--- src/hw/rtl/nww_pkg.sv ---
`default_nettype none
package nww_pkg;

  localparam int MAX_POINTS = 1024;
  localparam int MAX_WINDOW = 64;
  localparam int COORD_BITS = 24;

  localparam int IDX_W = $clog2(MAX_POINTS);
  localparam int CNT_W = $clog2(MAX_POINTS + 1);
  localparam int WIN_W = $clog2(MAX_WINDOW + 1);
  localparam int CFG_W = 7;
  localparam logic [CFG_W-1:0] WL_RESET = 7'd16;

  localparam int CMP_A = (CNT_W > CFG_W) ? CNT_W : CFG_W;
  localparam int CMP_W = (CMP_A > WIN_W) ? CMP_A : WIN_W;

  localparam int SQ_W  = 2 * COORD_BITS;
  localparam int SUM_W = SQ_W + 1;

  localparam int OUT_IDX_W   = 10;
  localparam int OUT_DIST_W  = 50;
  localparam int OUT_COUNT_W = 7;

  localparam int S_TDATA_W = 2 * COORD_BITS;
  localparam int M_DATA_BITS = 2 + OUT_IDX_W + 2 * COORD_BITS + OUT_DIST_W + OUT_COUNT_W;
  localparam int M_TDATA_W = ((M_DATA_BITS + 7) / 8) * 8;

  localparam int FIFO_DEPTH = 4;
  localparam int FIFO_PTR_W = $clog2(FIFO_DEPTH);

  typedef enum logic [1:0] {
    CMD_LOAD    = 2'd0,
    CMD_RESTART = 2'd1,
    CMD_QUERY   = 2'd2
  } cmd_kind_t;

  typedef struct packed {
    cmd_kind_t                     kind;
    logic signed [COORD_BITS-1:0]  y;
    logic signed [COORD_BITS-1:0]  x;
  } cmd_t;

  localparam int CMD_W = $bits(cmd_t);

  typedef enum logic [1:0] {
    ST_OK    = 2'd0,
    ST_FULL  = 2'd1,
    ST_EMPTY = 2'd2
  } status_t;

  typedef enum logic {
    KIND_ACK   = 1'b0,
    KIND_POINT = 1'b1
  } result_kind_t;

  // first member lands in the top bits, so status ends up at bit 0
  typedef struct packed {
    logic [OUT_COUNT_W-1:0]        window_count;
    logic [OUT_DIST_W-1:0]         nearest_distance;
    logic signed [COORD_BITS-1:0]  point_y;
    logic signed [COORD_BITS-1:0]  point_x;
    logic [OUT_IDX_W-1:0]          point_index;
    status_t                       status;
  } out_data_t;

  typedef enum logic [2:0] {
    S_IDLE     = 3'd0,
    S_SCAN     = 3'd1,
    S_DRAIN    = 3'd2,
    S_EMIT_RD  = 3'd3,
    S_EMIT_OUT = 3'd4
  } back_state_t;

endpackage
`default_nettype wire

--- src/hw/rtl/nww_cmd_fifo.sv ---
`default_nettype none
module nww_cmd_fifo
  import nww_pkg::*;
(
  input  wire logic clk,
  input  wire logic rst,
  input  wire logic push,
  input  wire cmd_t push_cmd,
  output      logic full,
  input  wire logic pop,
  output      cmd_t head,
  output      logic empty
);

  cmd_t                  slots [FIFO_DEPTH];
  logic [FIFO_PTR_W-1:0] wr_ptr;
  logic [FIFO_PTR_W-1:0] rd_ptr;
  logic [FIFO_PTR_W:0]   fill;

  assign full  = (fill == (FIFO_PTR_W + 1)'(FIFO_DEPTH));
  assign empty = (fill == '0);
  assign head  = slots[rd_ptr];

  always_ff @(posedge clk) begin
    if (rst) begin
      wr_ptr <= '0;
      rd_ptr <= '0;
      fill   <= '0;
    end else begin
      if (push) begin
        wr_ptr <= wr_ptr + 1'b1;
      end
      if (pop) begin
        rd_ptr <= rd_ptr + 1'b1;
      end
      if (push && !pop) begin
        fill <= fill + 1'b1;
      end else if (pop && !push) begin
        fill <= fill - 1'b1;
      end
    end
  end

  always_ff @(posedge clk) begin
    if (push) begin
      slots[wr_ptr] <= push_cmd;
    end
  end

endmodule
`default_nettype wire

--- config.mk ---
export PLATFORM = sky130hd
export DESIGN_NAME = nww_cmd_fifo
export DESIGN_NICKNAME = d
export VERILOG_FILES = /design/src/hw/rtl/nww_pkg.sv /design/src/hw/rtl/nww_cmd_fifo.sv
export SDC_FILE = /design/constraint.sdc
export NUM_CORES = 1
export LEC_CHECK = 0
export BUFFER_PORTS_ARGS = -buffer_cell sky130_fd_sc_hd__buf_2
export CORE_MARGIN = 2
export CORE_UTILIZATION = 57
export DETAILED_ROUTE_END_ITERATION = 7
export MAX_ROUTING_LAYER = met4
export PLACE_DENSITY = 0.79
export SKIP_LAST_GASP = 1
export SLEW_MARGIN = 10
export SYNTH_ARGS = -nofsm -noshare
export SYNTH_HDL_FRONTEND = slang
export SYNTH_SLANG_ARGS = --single-unit
--- constraint.sdc ---
create_clock -name clk -period 3.3 [get_ports clk]
set_clock_uncertainty 0.2 [all_clocks]
set_input_delay 0.33 -clock clk [delete_from_list [all_inputs] [get_ports clk]]
set_output_delay 0.33 -clock clk [all_outputs]
set_load 0.01 [all_outputs]
==> impl_metrics.csv <==
group,metric,value,unit
outcome,outcome,"finished clean",
logic_synthesis,syn_area_per_cell,25.2,um^2
timing,final.setup.worst_slack,0.655,ns
logic_synthesis,synth_flop_cell,"edfxtp_1",
logic_synthesis,synth.area.top_cells,"edfxtp_1 78%, mux4_2 15%, dfxtp_1 2.3%",
final_layout,diodes,0,
placement,place_congestion,0.678,
logic_synthesis,ys_seq_area_share,80.3,%
routing,firstDrtPassIters,4,
critical_path,crit_path_end_kind,"output pin",
clock_tree,clkLatencyLatePin,0.47,ns
timing,holdWs,0.0269,ns
worst_hold_path,min_path_type,"in2reg",
timing,post-route-min-period,2.65,ns
clock_tree,cts.sinks,209,
logic_synthesis,synthCells,306,
critical_path,cp.required,2.77,ns
logic_synthesis,yosys.area.top_type,"edfxtp_1",
global_routing,grt_pass1_vias,3924,
timing,rsz0062_at_grt,"false",
timing,fmax,378,MHz
logic_synthesis,syn_nets,366,
routing,drtIter0Drc,320,
timing,fin_crit_sh,80.2,%
global_routing,grt_usage,19.5,%
critical_path,crit_type,"reg2out",
timing,hold_viol,0,
clock_tree,hold_buffers,52,
timing,setup_violations,0,
logic_synthesis,synthMostInstantiatedCell,"edfxtp_1",
clock_tree,post_cts_buffers,0,
power,p_total,6.10,mW
final_layout,nNetsFinal,542,
final_layout,fill_cells,777,
placement,port_buffers,105,
routing,drc,0,
power,ir_drop,497,uV
global_routing,grt_pass1_wl,20700,um
power,static-leakage-power,3.35,nW
logic_synthesis,synth_common_cells,"200 x edfxtp_1, 50 x mux4_2, 9 x dfxtp_1, 7 x nor2_1",
global_routing,antenna_found_initial,0,
floorplanning,core-area,13200,um^2
floorplanning,die_w,120,um
routing,avgViaCountPerCell,5.49,
logic_synthesis,ys_seq_elements,209,
final_layout,fin_util,72.9,%
floorplanning,dieArea,14500,um^2
placement,dp_slack,1.10,ns
clock_tree,post_cts_resized,0,
clock_tree,clkTransAtPathRegs,0.06,ns
logic_synthesis,synth_edf_count,200,
critical_path,slowest_stage,"dfxtp_4",
timing,worstMarginPinSlew,0.777,ns
timing,slew_headroom,48.2,%
floorplanning,io_pins,106,
power,power.density,632,nW/um^2
final_layout,area_growth,25.4,%
final_layout,drive_gt1_share,40.5,%
floorplanning,die_y,120,um
logic_synthesis,synthArstFlopShare,0,%
logic_synthesis,ys_warn_count,0,
global_routing,grt_overflow,0,
clock_tree,cts_inserted_buffers,20,
critical_path,arrival,2.12,ns
critical_path,crit_path_start_kind,"register",
critical_path,crit_path_cell_trace,"buf_4 > mux4_2 > buf_2",
floorplanning,initial_core_util,58.2,%
clock_tree,clk_root_buffer_cell,"clkbuf_16",
clock_tree,cts_tree,"built",
timing,finalMaxSlewViolations,0,
routing,totalWireLength,13300,um
timing,finalSetupTns,0,ns
clock_tree,ctsHtreeMaxLevel,1,
floorplanning,row_count,42,
logic_synthesis,synth.top_cell.area_share,78.0,%
logic_synthesis,ys_types,22,
flow_run,cap_violations,0,
global_routing,grt_max_degree,36,
logic_synthesis,syn-cell-area,7700,um^2
placement,dp_hpwl,7790,um
routing,wire_per_inst,19.8,um
critical_path,cp_max_fo,21,
routing,vias,3686,
routing,ant_nets,0,
clock_tree,clock_path_buffers,3,
critical_path,slowest_delay,0.63,ns
==> layer usage <==
layer / track usage, % / routed length (um)
met1: 27.4 / 5730
met2: 30.4 / 6590
met4: 5.67 / 274
met5: - / 0
met3: 3.25 / 744
==> cell families after synthesis <==
family | count (synthesis) | share of synthesized area, %
buf+inv | 17 | 2.06
simple gates | 15 | 0.959
compound gates | 2 | 0.130
fa+ha+maj | 6 | 1.07
mux | 52 | 14.9
flops | 209 | 80.3
xor+xnor | 5 | 0.569
==> registers in the layout, indices dropped and copies added (netlist names), named ones only <==
register / count
slots: 200
wr_ptr: 2
rd_ptr: 2
fill: 3
==> stage by stage <==
| step | cells | cell area [um^2] |
|---|---|---|
| 2_1_floorplan | 306 | 7700 |
| 3_3_place_gp | 584 | 8430 |
| 3_5_place_dp | 584 | 8430 |
| 4_1_cts | 672 | 9660 |
| 5_1_grt | 672 | 9660 |
| 6_report | 672 | 9660 |
==> area by class of cell <==
| type | instances | area [um^2] | area share, % |
|---|---|---|---|
| clock inverter | 9 | 145 | 1.50 |
| clock buffer | 27 | 568 | 5.88 |
| multi-input combinational | 80 | 1360 | 14.1 |
| timing repair buffer | 167 | 1160 | 12.0 |
| inverter | 4 | 15.0 | 0.155 |
| sequential | 209 | 6190 | 64.1 |
| tap | 176 | 220 | 2.28 |
==> placed cells by master, fill, tap and decap left out, types with 2 or more instances in the layout <==
cell	count
bufinv_16	4
clkbuf_16	21
clkinv_1	2
clkbuf_8	2
buf_4	7
and2_2	4
edfxtp_1	200
dlygate4sd3_1	52
ha_1	5
clkbuf_1	4
inv_1	4
nor2_1	7
mux2i_1	2
mux4_2	50
buf_2	105
xor2_1	3
dfxtp_1	7
buf_12	3
xnor2_1	2
clkinv_2	2
==> power by group <==
group	switching [mW]	leakage [nW]	internal, mW
combinational	0.288	1.09	0.306
clock	0.884	0.346	1.52
sequential	0.0599	1.91	3.04
total	1.23	3.35	4.87
==> critical path: cells and delay by family (launching register included) <==
family   cells  cell delay (ns)
mux          1             0.54
flops        1             0.63
buf+inv      2             0.48
==> worst paths after layout <==
path	start	to	slack [ns]	cells after the start
max	register	head[14]	0.65	3
max reg2reg	wr_ptr[0]$_SDFFE_PP0P_	slots[2][32]$_DFFE_PP_	1.16	4
min reg2reg	fill[2]$_SDFFE_PP0P_	fill[2]$_SDFFE_PP0P_	0.33	2
min	push	wr_ptr[0]$_SDFFE_PP0P_	0.03	3
No activity file was read; power rests on OpenSTA's default activity.
