## src/hw/rtl/nww_pkg.sv

```systemverilog
`default_nettype none
package nww_pkg;

  localparam int MAX_POINTS = 1024;
  localparam int MAX_WINDOW = 64;
  localparam int COORD_BITS = 24;

  localparam int IDX_W = $clog2(MAX_POINTS);
  localparam int CNT_W = $clog2(MAX_POINTS + 1);
  localparam int WIN_W = $clog2(MAX_WINDOW + 1);
  localparam int CFG_W = 7;
  localparam logic [CFG_W-1:0] WL_RESET = 7'd16;

  localparam int CMP_A = (CNT_W > CFG_W) ? CNT_W : CFG_W;
  localparam int CMP_W = (CMP_A > WIN_W) ? CMP_A : WIN_W;

  localparam int SQ_W  = 2 * COORD_BITS;
  localparam int SUM_W = SQ_W + 1;

  localparam int OUT_IDX_W   = 10;
  localparam int OUT_DIST_W  = 50;
  localparam int OUT_COUNT_W = 7;

  localparam int S_TDATA_W = 2 * COORD_BITS;
  localparam int M_DATA_BITS = 2 + OUT_IDX_W + 2 * COORD_BITS + OUT_DIST_W + OUT_COUNT_W;
  localparam int M_TDATA_W = ((M_DATA_BITS + 7) / 8) * 8;

  localparam int FIFO_DEPTH = 4;
  localparam int FIFO_PTR_W = $clog2(FIFO_DEPTH);

  typedef enum logic [1:0] {
    CMD_LOAD    = 2'd0,
    CMD_RESTART = 2'd1,
    CMD_QUERY   = 2'd2
  } cmd_kind_t;

  typedef struct packed {
    cmd_kind_t                     kind;
    logic signed [COORD_BITS-1:0]  y;
    logic signed [COORD_BITS-1:0]  x;
  } cmd_t;

  localparam int CMD_W = $bits(cmd_t);

  typedef enum logic [1:0] {
    ST_OK    = 2'd0,
    ST_FULL  = 2'd1,
    ST_EMPTY = 2'd2
  } status_t;

  typedef enum logic {
    KIND_ACK   = 1'b0,
    KIND_POINT = 1'b1
  } result_kind_t;

  // first member lands in the top bits, so status ends up at bit 0
  typedef struct packed {
    logic [OUT_COUNT_W-1:0]        window_count;
    logic [OUT_DIST_W-1:0]         nearest_distance;
    logic signed [COORD_BITS-1:0]  point_y;
    logic signed [COORD_BITS-1:0]  point_x;
    logic [OUT_IDX_W-1:0]          point_index;
    status_t                       status;
  } out_data_t;

  typedef enum logic [2:0] {
    S_IDLE     = 3'd0,
    S_SCAN     = 3'd1,
    S_DRAIN    = 3'd2,
    S_EMIT_RD  = 3'd3,
    S_EMIT_OUT = 3'd4
  } back_state_t;

endpackage
`default_nettype wire

```

## src/hw/rtl/nww_front.sv

```systemverilog
`default_nettype none
module nww_front
  import nww_pkg::*;
(
  input  wire logic                 clk,
  input  wire logic                 rst,
  input  wire logic                 s_tvalid,
  output      logic                 s_tready,
  input  wire logic [S_TDATA_W-1:0] s_tdata,
  input  wire logic [1:0]           s_tuser,
  output      logic                 push,
  output      cmd_t                 push_cmd,
  input  wire logic                 fifo_full
);

  logic      held;
  cmd_t      cmd;
  cmd_kind_t kind_in;

  always_comb begin
    if (s_tuser[0]) begin
      kind_in = CMD_QUERY;
    end else if (s_tuser[1]) begin
      kind_in = CMD_RESTART;
    end else begin
      kind_in = CMD_LOAD;
    end
  end

  assign push     = held && !fifo_full;
  assign push_cmd = cmd;
  assign s_tready = !held || !fifo_full;

  always_ff @(posedge clk) begin
    if (rst) begin
      held <= 1'b0;
    end else if (s_tvalid && s_tready) begin
      held <= 1'b1;
    end else if (push) begin
      held <= 1'b0;
    end
  end

  always_ff @(posedge clk) begin
    if (s_tvalid && s_tready) begin
      cmd.kind <= kind_in;
      cmd.x    <= s_tdata[COORD_BITS-1:0];
      cmd.y    <= s_tdata[2*COORD_BITS-1:COORD_BITS];
    end
  end

endmodule
`default_nettype wire

```

## config.mk

```make
export PLATFORM = sky130hd
export DESIGN_NAME = nww_front
export DESIGN_NICKNAME = d
export VERILOG_FILES = /design/src/hw/rtl/nww_pkg.sv /design/src/hw/rtl/nww_front.sv
export SDC_FILE = /design/constraint.sdc
export NUM_CORES = 1
export LEC_CHECK = 0
export ABC_CLOCK_PERIOD_IN_PS = 2600
export BUFFER_PORTS_ARGS = -buffer_cell sky130_fd_sc_hd__clkbuf_2
export CORE_ASPECT_RATIO = 1.1
export CORE_UTILIZATION = 35
export DETAILED_ROUTE_END_ITERATION = 8
export PLACE_DENSITY_LB_ADDON = 0.25
export SKIP_LAST_GASP = 1
export SYNTH_ARGS = -nofsm -noshare
export SYNTH_HDL_FRONTEND = slang
export SYNTH_SLANG_ARGS = --single-unit
```

## constraint.sdc

```tcl
create_clock -name clk -period 2.6 [get_ports clk]
set_input_delay 0.26 -clock clk [delete_from_list [all_inputs] [get_ports clk]]
set_output_delay 0.26 -clock clk [all_outputs]
set_load 0.1 [all_outputs]
```

==> results.sh, run 1 <==
export IMPL_final_layout_size_suffix_gt1_share_pct=67.4
export IMPL_gp_congestion=0.645
export IMPL_hp_class="in -> reg"
export IMPL_wl_per_cell_um=13.4
export IMPL_slew_limit_headroom_pct=62.6
export IMPL_synth_cells=57
export IMPL_cts_max_path_buffers=2
export IMPL_dp_hpwl_um=2330
export IMPL_antenna_found_initial=0
export IMPL_synth_area_um2=1560
export IMPL_use_met3_pct=5.50
export IMPL_core_um2=4290
export IMPL_finalSetupViolCount=0
export IMPL_finalPower_mw=1.94
export IMPL_yosys_area_top_type_share_pct=96.5
export IMPL_hold_viol=0
export IMPL_port_buffers=105
export IMPL_root_buffer="clkbuf_8"
export IMPL_vias=960
export IMPL_vdd_drop_max_uv=433
export IMPL_maxCapViolCount=0
export IMPL_postLayoutCoreUtil_pct=53.0
export IMPL_synth_seq_cells=51
export IMPL_status="completed"
export IMPL_postRouteAntennaNets=0
export IMPL_numCtsBuffers=5
export IMPL_tightest_slew_ns=0.563
export IMPL_crit_fanout=3
export IMPL_syn2layout_area_growth_pct=46.1
export IMPL_fmax_mhz=669
export IMPL_post_cts_repair_setup_buffers=0
export IMPL_num_antenna_cells=0
export IMPL_cts_sinks=51
export IMPL_cp_arrival_ns=1.24
export IMPL_drc=0
export IMPL_ys_types=8
export IMPL_htree_levels=2
export IMPL_grt_ovfl_total=0
export IMPL_die_w_um=65.6
export IMPL_p_leak_nw=1.01
export IMPL_grt_max_degree=22
export IMPL_grt_util_met2_pct=22.2
export IMPL_met1_usage_pct=14.2
export IMPL_synth_avg_cell_area_um2=27.3
export IMPL_drt_iter0_drc=33
export IMPL_cts_resized=0
export IMPL_worstSetupEndpointType="output port"
export IMPL_synth_area_leaders="edfxtp_1 97%, dfxtp_1 1.3%, and2b_2 0.56%"
export IMPL_setup_tns_ns=0
export IMPL_min_period_ns=1.50
export IMPL_first_pass_iters=6
export IMPL_grt_pass1_wl_um=4350
export IMPL_std_cell_rows=25
export IMPL_cp_required_ns=2.34
export IMPL_grt_usage_pct=13.1
export IMPL_nets=225
export IMPL_report_final_slew_viol_count=0
export IMPL_skew_ns=0.00447
export IMPL_initial_utilization_pct=36.3
export IMPL_syn_nets=111
export IMPL_dieArea_um2=4710
export IMPL_postCtsHoldBufs=0
export IMPL_wl_um=3040
export IMPL_path_class="reg -> out"
export IMPL_vias_per_cell=4.25
export IMPL_insertion_delay_ns=0.30
export IMPL_top_usage_layer="met2"
export IMPL_io_pins=106
export IMPL_powerDensity_nw_per_um2=853
export IMPL_yosysSeqAreaShare_pct=97.8
export IMPL_cp_start_kind="register"
export IMPL_post_route_period_util_pct=57.5
export IMPL_yosys_area_top_type="edfxtp_1"
export IMPL_cts_tree="built"
export IMPL_rsz0062_at_grt="false"
export IMPL_ys_warn_count=0
export IMPL_die_h_um=71.9
export IMPL_grt_pass1_vias=918
export IMPL_clk_pin_slew_worst_paths_ns=0.08
[cell usage after synthesis]
master and count:
and2_1 1, nand2_1 1, nor2_1 1, dfxtp_1 1, and2b_2 1, edfxtp_1 50
a21oi_1 1, nor2b_1 1
[per-stage QoR]
stage / hold WS (ns) / worst slack (ns) / instances / area, um^2
floorplan: 0.332 / 0.405 / 57 / 1560
global placement: 0.417 / 1.17 / 218 / 2160
detailed placement: 0.429 / 1.13 / 218 / 2160
CTS: 0.109 / 1.08 / 226 / 2270
global route: 0.108 / 1.04 / 226 / 2270
finish: 0.118 / 1.10 / 226 / 2270
[state kept, by name (all words and copies together), names as in the netlist]
name      cells
held          1
push_cmd     50
[final timing paths]
kind                                         from                endpoint  slack, ns  depth (start not counted)
worst max-delay path            held$_SDFFE_PP0P_                    push       1.10                          2
worst min-delay path                          rst       held$_SDFFE_PP0P_       0.12                          2
worst max register to register  held$_SDFFE_PP0P_  push_cmd[25]$_DFFE_PP_       1.21                          3
worst min register to register  held$_SDFFE_PP0P_       held$_SDFFE_PP0P_       0.52                          2
[cell type report]
type	instances	area (um^2)
flip-flops and latches	51	1520
repair buffers	107	541
fillers	371	2010
well taps	54	67.6
clock buffers	5	68.8
multi-input cells	6	35.0
clock inverters	3	38.8
[where the power goes]
part / internal [mW] / switching [mW] / total (mW) / leakage (nW)
registers: 0.959 / 0.0127 / 0.972 / 0.492
clock network: 0.282 / 0.240 / 0.522 / 0.0556
logic: 0.0603 / 0.384 / 0.444 / 0.462
[worst max-delay path, cell delays in order, from the launching register on]
cell      delay (ns)
dfxtp_1         0.35
and2b_2         0.15
clkbuf_2        0.44
[cell usage in the layout (no fill, tap or decap), drive strengths merged]
master	n
a21oi	1
nand2	1
buf	2
bufinv	1
and2	1
edfxtp	50
nor2	1
nor2b	1
clkbuf	110
clkinv	2
and2b	1
dfxtp	1
[logic make-up after synthesis]
kind of cell / synth area share, %
AND/OR/NAND/NOR: 1.85
flip-flops: 97.8
AO/OA/AOI/OAI: 0.321
[per-layer routing]
layer | up-vias | wire, um
li1 | 450 | -
met1 | 462 | 1060
met2 | 44 | 1690
met3 | 4 | 251
met4 | 0 | 36
met5 | - | 0
No activity file was read; power rests on OpenSTA's default activity.
==> inputs of run 2 (changes only) <==
--- a/config.mk
+++ b/config.mk
@@ -5,7 +5,8 @@
 export SDC_FILE = /design/constraint.sdc
 export NUM_CORES = 1
 export LEC_CHECK = 0
-export ABC_CLOCK_PERIOD_IN_PS = 2600
+export ABC_AREA = 1
+export ABC_CLOCK_PERIOD_IN_PS = 1300
 export BUFFER_PORTS_ARGS = -buffer_cell sky130_fd_sc_hd__clkbuf_2
 export CORE_ASPECT_RATIO = 1.1
 export CORE_UTILIZATION = 35
==> constraint.sdc (replaced) <==
create_clock -name clk -period 1.3 [get_ports clk]
set_input_delay 0.13 -clock clk [delete_from_list [all_inputs] [get_ports clk]]
set_output_delay 0.13 -clock clk [all_outputs]
set_load 0.1 [all_outputs]
==> run 2 against run 1 <==
Compared with the run above:
- design area rose by 12%
- largest power group unchanged
- clock-buffer cell count unchanged
- critical path type unchanged
- power is 94% higher
- sequential share of layout area down 7.1 points
- critical endpoint is now push_cmd[34]
- first-iteration DRC count fell by 3.0%
- global-route usage increased by 0.90 points
- largest cell class unchanged
- flip-flop and latch count did not move
- core utilization is 6.3 points higher
- critical path depth decreased by 1
==> results.sh, run 2 <==
export IMPL_setup_tns_ns=0
export IMPL_drc=0
export IMPL_root_buffer="clkbuf_8"
export IMPL_r2r_start="held$_SDFFE_PP0P_"
export IMPL_slowest_stage="clkbuf_2"
export IMPL_cts_tree="built"
export IMPL_cts_max_path_buffers=2
export IMPL_crit_buf_inv=1
export IMPL_synth_seq_cells=51
export IMPL_synth_avg_cell_area_um2=26.4
export IMPL_initial_utilization_pct=36.4
export IMPL_swShare_pct=34.2
export IMPL_syn2layout_area_growth_pct=63.0
export IMPL_skew_ns=0.00668
export IMPL_syn_nets=113
export IMPL_vdd_drop_max_uv=923
export IMPL_finalPower_mw=3.77
export IMPL_grt_pass1_vias=1031
export IMPL_clk_pin_slew_worst_paths_ns=0.09
export IMPL_slew_limit_headroom_pct=63.5
export IMPL_cp_start_kind="register"
export IMPL_port_buffers=105
export IMPL_final_common_cell="clkbuf_2"
export IMPL_dieArea_um2=4730
export IMPL_mostFrequentLayoutCells="85 x clkbuf_2, 50 x edfxtp_1, 18 x buf_4, 17 x dlygate4sd3_1, 5 x clkbuf_8"
export IMPL_p_leak_nw=1.10
export IMPL_tightest_slew_ns=0.550
export IMPL_wl_um=3340
export IMPL_path_class="reg -> out"
export IMPL_grt_ovfl_total=0
export IMPL_rsz0062_at_grt="false"
export IMPL_crit_fanout=1
export IMPL_powerDensity_nw_per_um2=1480
export IMPL_grt_max_degree=29
export IMPL_p_comb_share_pct=26.1
export IMPL_finalSetupViolCount=0
export IMPL_die_h_um=72.0
export IMPL_yosys_area_top_type_share_pct=96.2
export IMPL_insertion_delay_ns=0.29
export IMPL_antenna_found_initial=0
export IMPL_first_pass_iters=4
export IMPL_report_final_slew_viol_count=0
export IMPL_synth_area_um2=1560
export IMPL_cts_resized=0
export IMPL_wl_per_cell_um=13.6
export IMPL_status="completed"
export IMPL_htree_levels=2
export IMPL_post_route_period_util_pct=94.5
export IMPL_drt_iter0_drc=32
export IMPL_yosysMostFrequentCell="edfxtp_1"
export IMPL_cp_arrival_ns=1.10
export IMPL_cp_num_cells=1
export IMPL_hold_viol=0
export IMPL_std_cell_rows=25
export IMPL_yosysSeqAreaShare_pct=97.5
export IMPL_crit_path_start="push_cmd[34]$_DFFE_PP_"
export IMPL_numCtsBuffers=5
export IMPL_synth_edff_count=50
export IMPL_vias=1031
export IMPL_ys_warn_count=0
export IMPL_cpPeakStageDelay_ns=0.46
export IMPL_crit_family="buffers and inverters"
export IMPL_final_layout_size_suffix_gt1_share_pct=61.8
export IMPL_cp_required_ns=1.17
export IMPL_gp_congestion=0.656
export IMPL_worstSetupEndpointType="output port"
export IMPL_seqPwrFrac_pct=51.6
export IMPL_cts_sinks=51
export IMPL_min_period_ns=1.23
export IMPL_synth_area_leaders="edfxtp_1 96%, dfxtp_1 1.3%, inv_1 0.72%"
export IMPL_crit_chain="clkbuf_2"
export IMPL_worst_r2r_endpoint="push_cmd[18]$_DFFE_PP_"
export IMPL_postCtsHoldBufs=10
export IMPL_endpoint="push_cmd[34]"
export IMPL_io_pins=106
export IMPL_postRouteAntennaNets=0
export IMPL_grt_usage_pct=14.0
export IMPL_yosys_area_top_type="edfxtp_1"
export IMPL_ys_types=7
export IMPL_switching_power_mw=1.29
export IMPL_post_cts_repair_setup_buffers=0
export IMPL_reg2reg_setup_slack_ns=0.22
export IMPL_die_w_um=65.7
export IMPL_grt_pass1_wl_um=4730
export IMPL_fmax_mhz=814
export IMPL_synth_common_cells="50 x edfxtp_1, 3 x inv_1, 2 x nor2_1"
export IMPL_clockPowerShare_pct=22.3
export IMPL_hold_ws_ns=0.00745
export IMPL_nets=244
export IMPL_core_um2=4290
export IMPL_vias_per_cell=4.21
export IMPL_dp_hpwl_um=2420
export IMPL_synth_cells=59
export IMPL_num_antenna_cells=0
export IMPL_largest_reg_flops=50
export IMPL_maxCapViolCount=0
export IMPL_reg2reg_depth=2
export IMPL_hp_class="in -> reg"
export IMPL_synthArstFlopShare_pct=0
export IMPL_p_int_mw=2.48
export IMPL_synth_main_ff_cell="edfxtp_1"
[run 2: cell count changes after synthesis, sizes merged]
cell   change
and2       -1
nor2b      -1
nor2       +1
and2b      -1
a21oi      +1
inv        +3
[run 2: how the worst min path moves through the flow]
stage | cells past startpoint | endpoint | start | slack [ns]
6_report | 1 | push_cmd[47]$_DFFE_PP_ | s_tdata[47] | 0.007
5_1_grt | 1 | push_cmd[40]$_DFFE_PP_ | s_tdata[40] | 0.0002
4_1_cts | 1 | push_cmd[40]$_DFFE_PP_ | s_tdata[40] | 0.00002
3_5_place_dp | 2 | held$_SDFFE_PP0P_ | rst | 0.30
3_3_place_gp | 2 | held$_SDFFE_PP0P_ | rst | 0.28
2_1_floorplan | 1 | held$_SDFFE_PP0P_ | rst | 0.19
[run 2: layout make-up]
| type | count | area [um^2] |
|---|---|---|
| clock buffer | 5 | 68.8 |
| clock inverter | 3 | 15.0 |
| fill | 350 | 1740 |
| inverter | 3 | 11.3 |
| multi-input combinational | 5 | 46.3 |
| sequential | 51 | 1520 |
| tap | 54 | 67.6 |
| timing repair buffer | 124 | 811 |
[run 2: kinds of logic (layout without fill, tap and decap cells)]
logic type             Yosys count  in the layout  synth area share (%)
AOI/OAI and AO/OA                2              2                 0.882
buffers and inverters            3            135                 0.722
DFF                             51             51                  97.5
and+or+nand+nor                  3              3                 0.883
[run 2: power by group through the flow]
stage	Combinational [mW]	Clock [mW]	Sequential (mW)
after floorplan	0.0608	0	2.64
after global placement	0.937	0	1.98
after detailed placement	0.947	0	1.98
after CTS	0.971	0.866	1.95
after global routing	1.01	0.916	1.95
final	0.982	0.840	1.94
[run 2: routing by layer]
layer  track usage, %  vias up  part of all wire, %
li1                 -      488                    -
met1             13.7      477                   35
met2             24.6       52                   55
met3             5.03       14                  5.8
met4             8.94        0                  4.0
met5                0        -                    0
[run 2: through the flow]
stage / util [%] / area [um^2] / setup WS (ns) / std cells
6_report: 59.3 / 2540 / 0.0718 / 245
5_1_grt: 59.3 / 2540 / 0.0349 / 245
4_1_cts: 57.7 / 2470 / 0.0583 / 238
3_5_place_dp: 53.4 / 2290 / 0.227 / 220
3_3_place_gp: 53.4 / 2290 / 0.247 / 220
2_1_floorplan: - / 1580 / -0.308 / 59
==> inputs of run 3 (changes only) <==
--- a/config.mk
+++ b/config.mk
@@ -8,8 +8,11 @@
 export ABC_AREA = 1
 export ABC_CLOCK_PERIOD_IN_PS = 1300
 export BUFFER_PORTS_ARGS = -buffer_cell sky130_fd_sc_hd__clkbuf_2
+export CAP_MARGIN = 15
+export CELL_PAD_IN_SITES_DETAIL_PLACEMENT = 1
+export CELL_PAD_IN_SITES_GLOBAL_PLACEMENT = 1
 export CORE_ASPECT_RATIO = 1.1
-export CORE_UTILIZATION = 35
+export CORE_UTILIZATION = 29
 export DETAILED_ROUTE_END_ITERATION = 8
 export PLACE_DENSITY_LB_ADDON = 0.25
 export SKIP_LAST_GASP = 1
==> run 3 against run 2 <==
Compared with the run above:
- first-iteration DRC count increased by 53%
- final cell count increased by 13%
- wire length grew 13%
- register-to-register slack hardly changed
- clock power up 3.1%
- core utilization fell by 6.6 points
- combinational power is essentially flat
==> results.sh, run 3 (synthesized netlist as in run 2, its figures left out) <==
export IMPL_largest_reg_flops=50
export IMPL_std_cell_rows=27
export IMPL_final_layout_size_suffix_gt1_share_pct=58.3
export IMPL_cp_required_ns=1.17
export IMPL_worstSetupEndpointType="output port"
export IMPL_fin_cells=276
export IMPL_dieArea_um2=5680
export IMPL_place_area_um2=2300
export IMPL_finalPower_mw=3.83
export IMPL_p_leak_nw=1.16
export IMPL_antenna_found_initial=0
export IMPL_post_cts_repair_setup_buffers=0
export IMPL_crit_family="buffers and inverters"
export IMPL_postLayoutCoreUtil_pct=52.7
export IMPL_core_um2=5100
export IMPL_gp_congestion=0.631
export IMPL_swShare_pct=34.4
export IMPL_grt_max_degree=29
export IMPL_first_pass_iters=4
export IMPL_n_fill_cell=526
export IMPL_drc=0
export IMPL_finalSetupViolCount=0
export IMPL_maxCapViolCount=0
export IMPL_io_pins=106
export IMPL_p_int_mw=2.51
export IMPL_num_antenna_cells=0
export IMPL_report_final_slew_viol_count=0
export IMPL_htree_levels=2
export IMPL_vdd_drop_max_uv=849
export IMPL_postCtsHoldBufs=24
export IMPL_p_comb_share_pct=26.5
export IMPL_final_common_cell="clkbuf_2"
export IMPL_hp_class="in -> reg"
export IMPL_path_class="reg -> out"
export IMPL_vias_per_cell=3.95
export IMPL_post_route_period_util_pct=96.4
export IMPL_drt_iter0_drc=49
export IMPL_cts_sinks=51
export IMPL_wl_per_cell_um=13.7
export IMPL_port_buffers=105
export IMPL_cts_max_path_buffers=2
export IMPL_syn2layout_area_growth_pct=72.3
export IMPL_tightest_slew_ns=0.562
export IMPL_status="completed"
export IMPL_hold_viol=0
export IMPL_initial_utilization_pct=30.6
export IMPL_seqPwrFrac_pct=50.9
export IMPL_grt_pass1_wl_um=5750
export IMPL_grt_usage_pct=13.8
export IMPL_switching_power_mw=1.32
export IMPL_cts_resized=0
export IMPL_postRouteAntennaNets=0
export IMPL_cts_tree="built"
export IMPL_min_period_ns=1.25
export IMPL_skew_ns=0.00835
export IMPL_nets=257
export IMPL_fmax_mhz=798
export IMPL_cp_arrival_ns=1.12
export IMPL_rsz0062_at_grt="false"
export IMPL_cp_start_kind="register"
export IMPL_insertion_delay_ns=0.30
export IMPL_numCtsBuffers=5
export IMPL_slowest_stage="clkbuf_2"
export IMPL_grt_ovfl_total=0
export IMPL_die_w_um=71.9
export IMPL_cpPeakStageDelay_ns=0.47
export IMPL_clockPowerShare_pct=22.6
export IMPL_clk_pin_slew_worst_paths_ns=0.09
export IMPL_vias=1090
export IMPL_grt_pass1_vias=1204
export IMPL_crit_fanout=1
export IMPL_powerDensity_nw_per_um2=1420
export IMPL_die_h_um=78.9
export IMPL_crit_buf_inv=1
export IMPL_final_area_um2=2690
export IMPL_wl_um=3780
export IMPL_slew_limit_headroom_pct=62.7
export IMPL_root_buffer="clkbuf_8"
export IMPL_dp_cells=238
export IMPL_crit_chain="clkbuf_2"
export IMPL_hold_ws_ns=0.0111
export IMPL_mostFrequentLayoutCells="88 x clkbuf_2, 50 x edfxtp_1, 30 x dlygate4sd3_1, 15 x buf_4, 5 x clkbuf_8"
[run 3: cell count changes in the layout (fill, tap and decap cells not counted)]
cell | before | now
clkinv_2 | 0 | 1
clkbuf_2 | 85 | 88
buf_4 | 18 | 15
clkinv_1 | 2 | 0
clkbuf_1 | 0 | 1
dlygate4sd3_1 | 17 | 30
[run 3: cell type report]
cell class,count,area (um^2),share of cell area [%]
Multi-Input combinational cell,5,46.3,1.72
Sequential cell,51,1520,56.6
Clock buffer,6,72.6,2.70
Clock inverter,2,12.5,0.465
Tap cell,72,90.1,3.35
Inverter,3,11.3,0.419
Timing Repair Buffer,137,933,34.7
[run 3: stage by stage]
step                TNS [ns]  worst slack [ns]
global route               0           0.00225
CTS                        0            0.0375
detailed placement         0             0.209
finish                     0            0.0474
global placement           0             0.243
floorplan             -15.39            -0.308
[run 3: power groups by stage]
stage / sequential [mW] / clock [mW] / combinational (mW)
6_report: 1.95 / 0.866 / 1.01
5_1_grt: 1.96 / 0.956 / 1.05
4_1_cts: 1.95 / 0.901 / 1.01
3_5_place_dp: 1.99 / 0 / 0.948
3_3_place_gp: 1.98 / 0 / 0.936
2_1_floorplan: 2.64 / 0 / 0.0608
[run 3: final timing paths]
path                     startpoint                     to  slack (ns)  depth (start not counted)
max          push_cmd[36]$_DFFE_PP_           push_cmd[36]        0.05                          1
min                      s_tdata[2]  push_cmd[2]$_DFFE_PP_        0.01                          1
max reg2reg       held$_SDFFE_PP0P_  push_cmd[7]$_DFFE_PP_        0.22                          2
min reg2reg       held$_SDFFE_PP0P_      held$_SDFFE_PP0P_        0.54                          2
[run 3: layer usage]
metal  GRT usage (%)  vias to the layer above  part of all wire, %
li1                -                      513                    -
met1            13.9                      511                   36
met2            26.3                       62                   57
met3            4.19                        4                  6.9
met4            5.29                        0                 0.61
met5               0                        -                    0
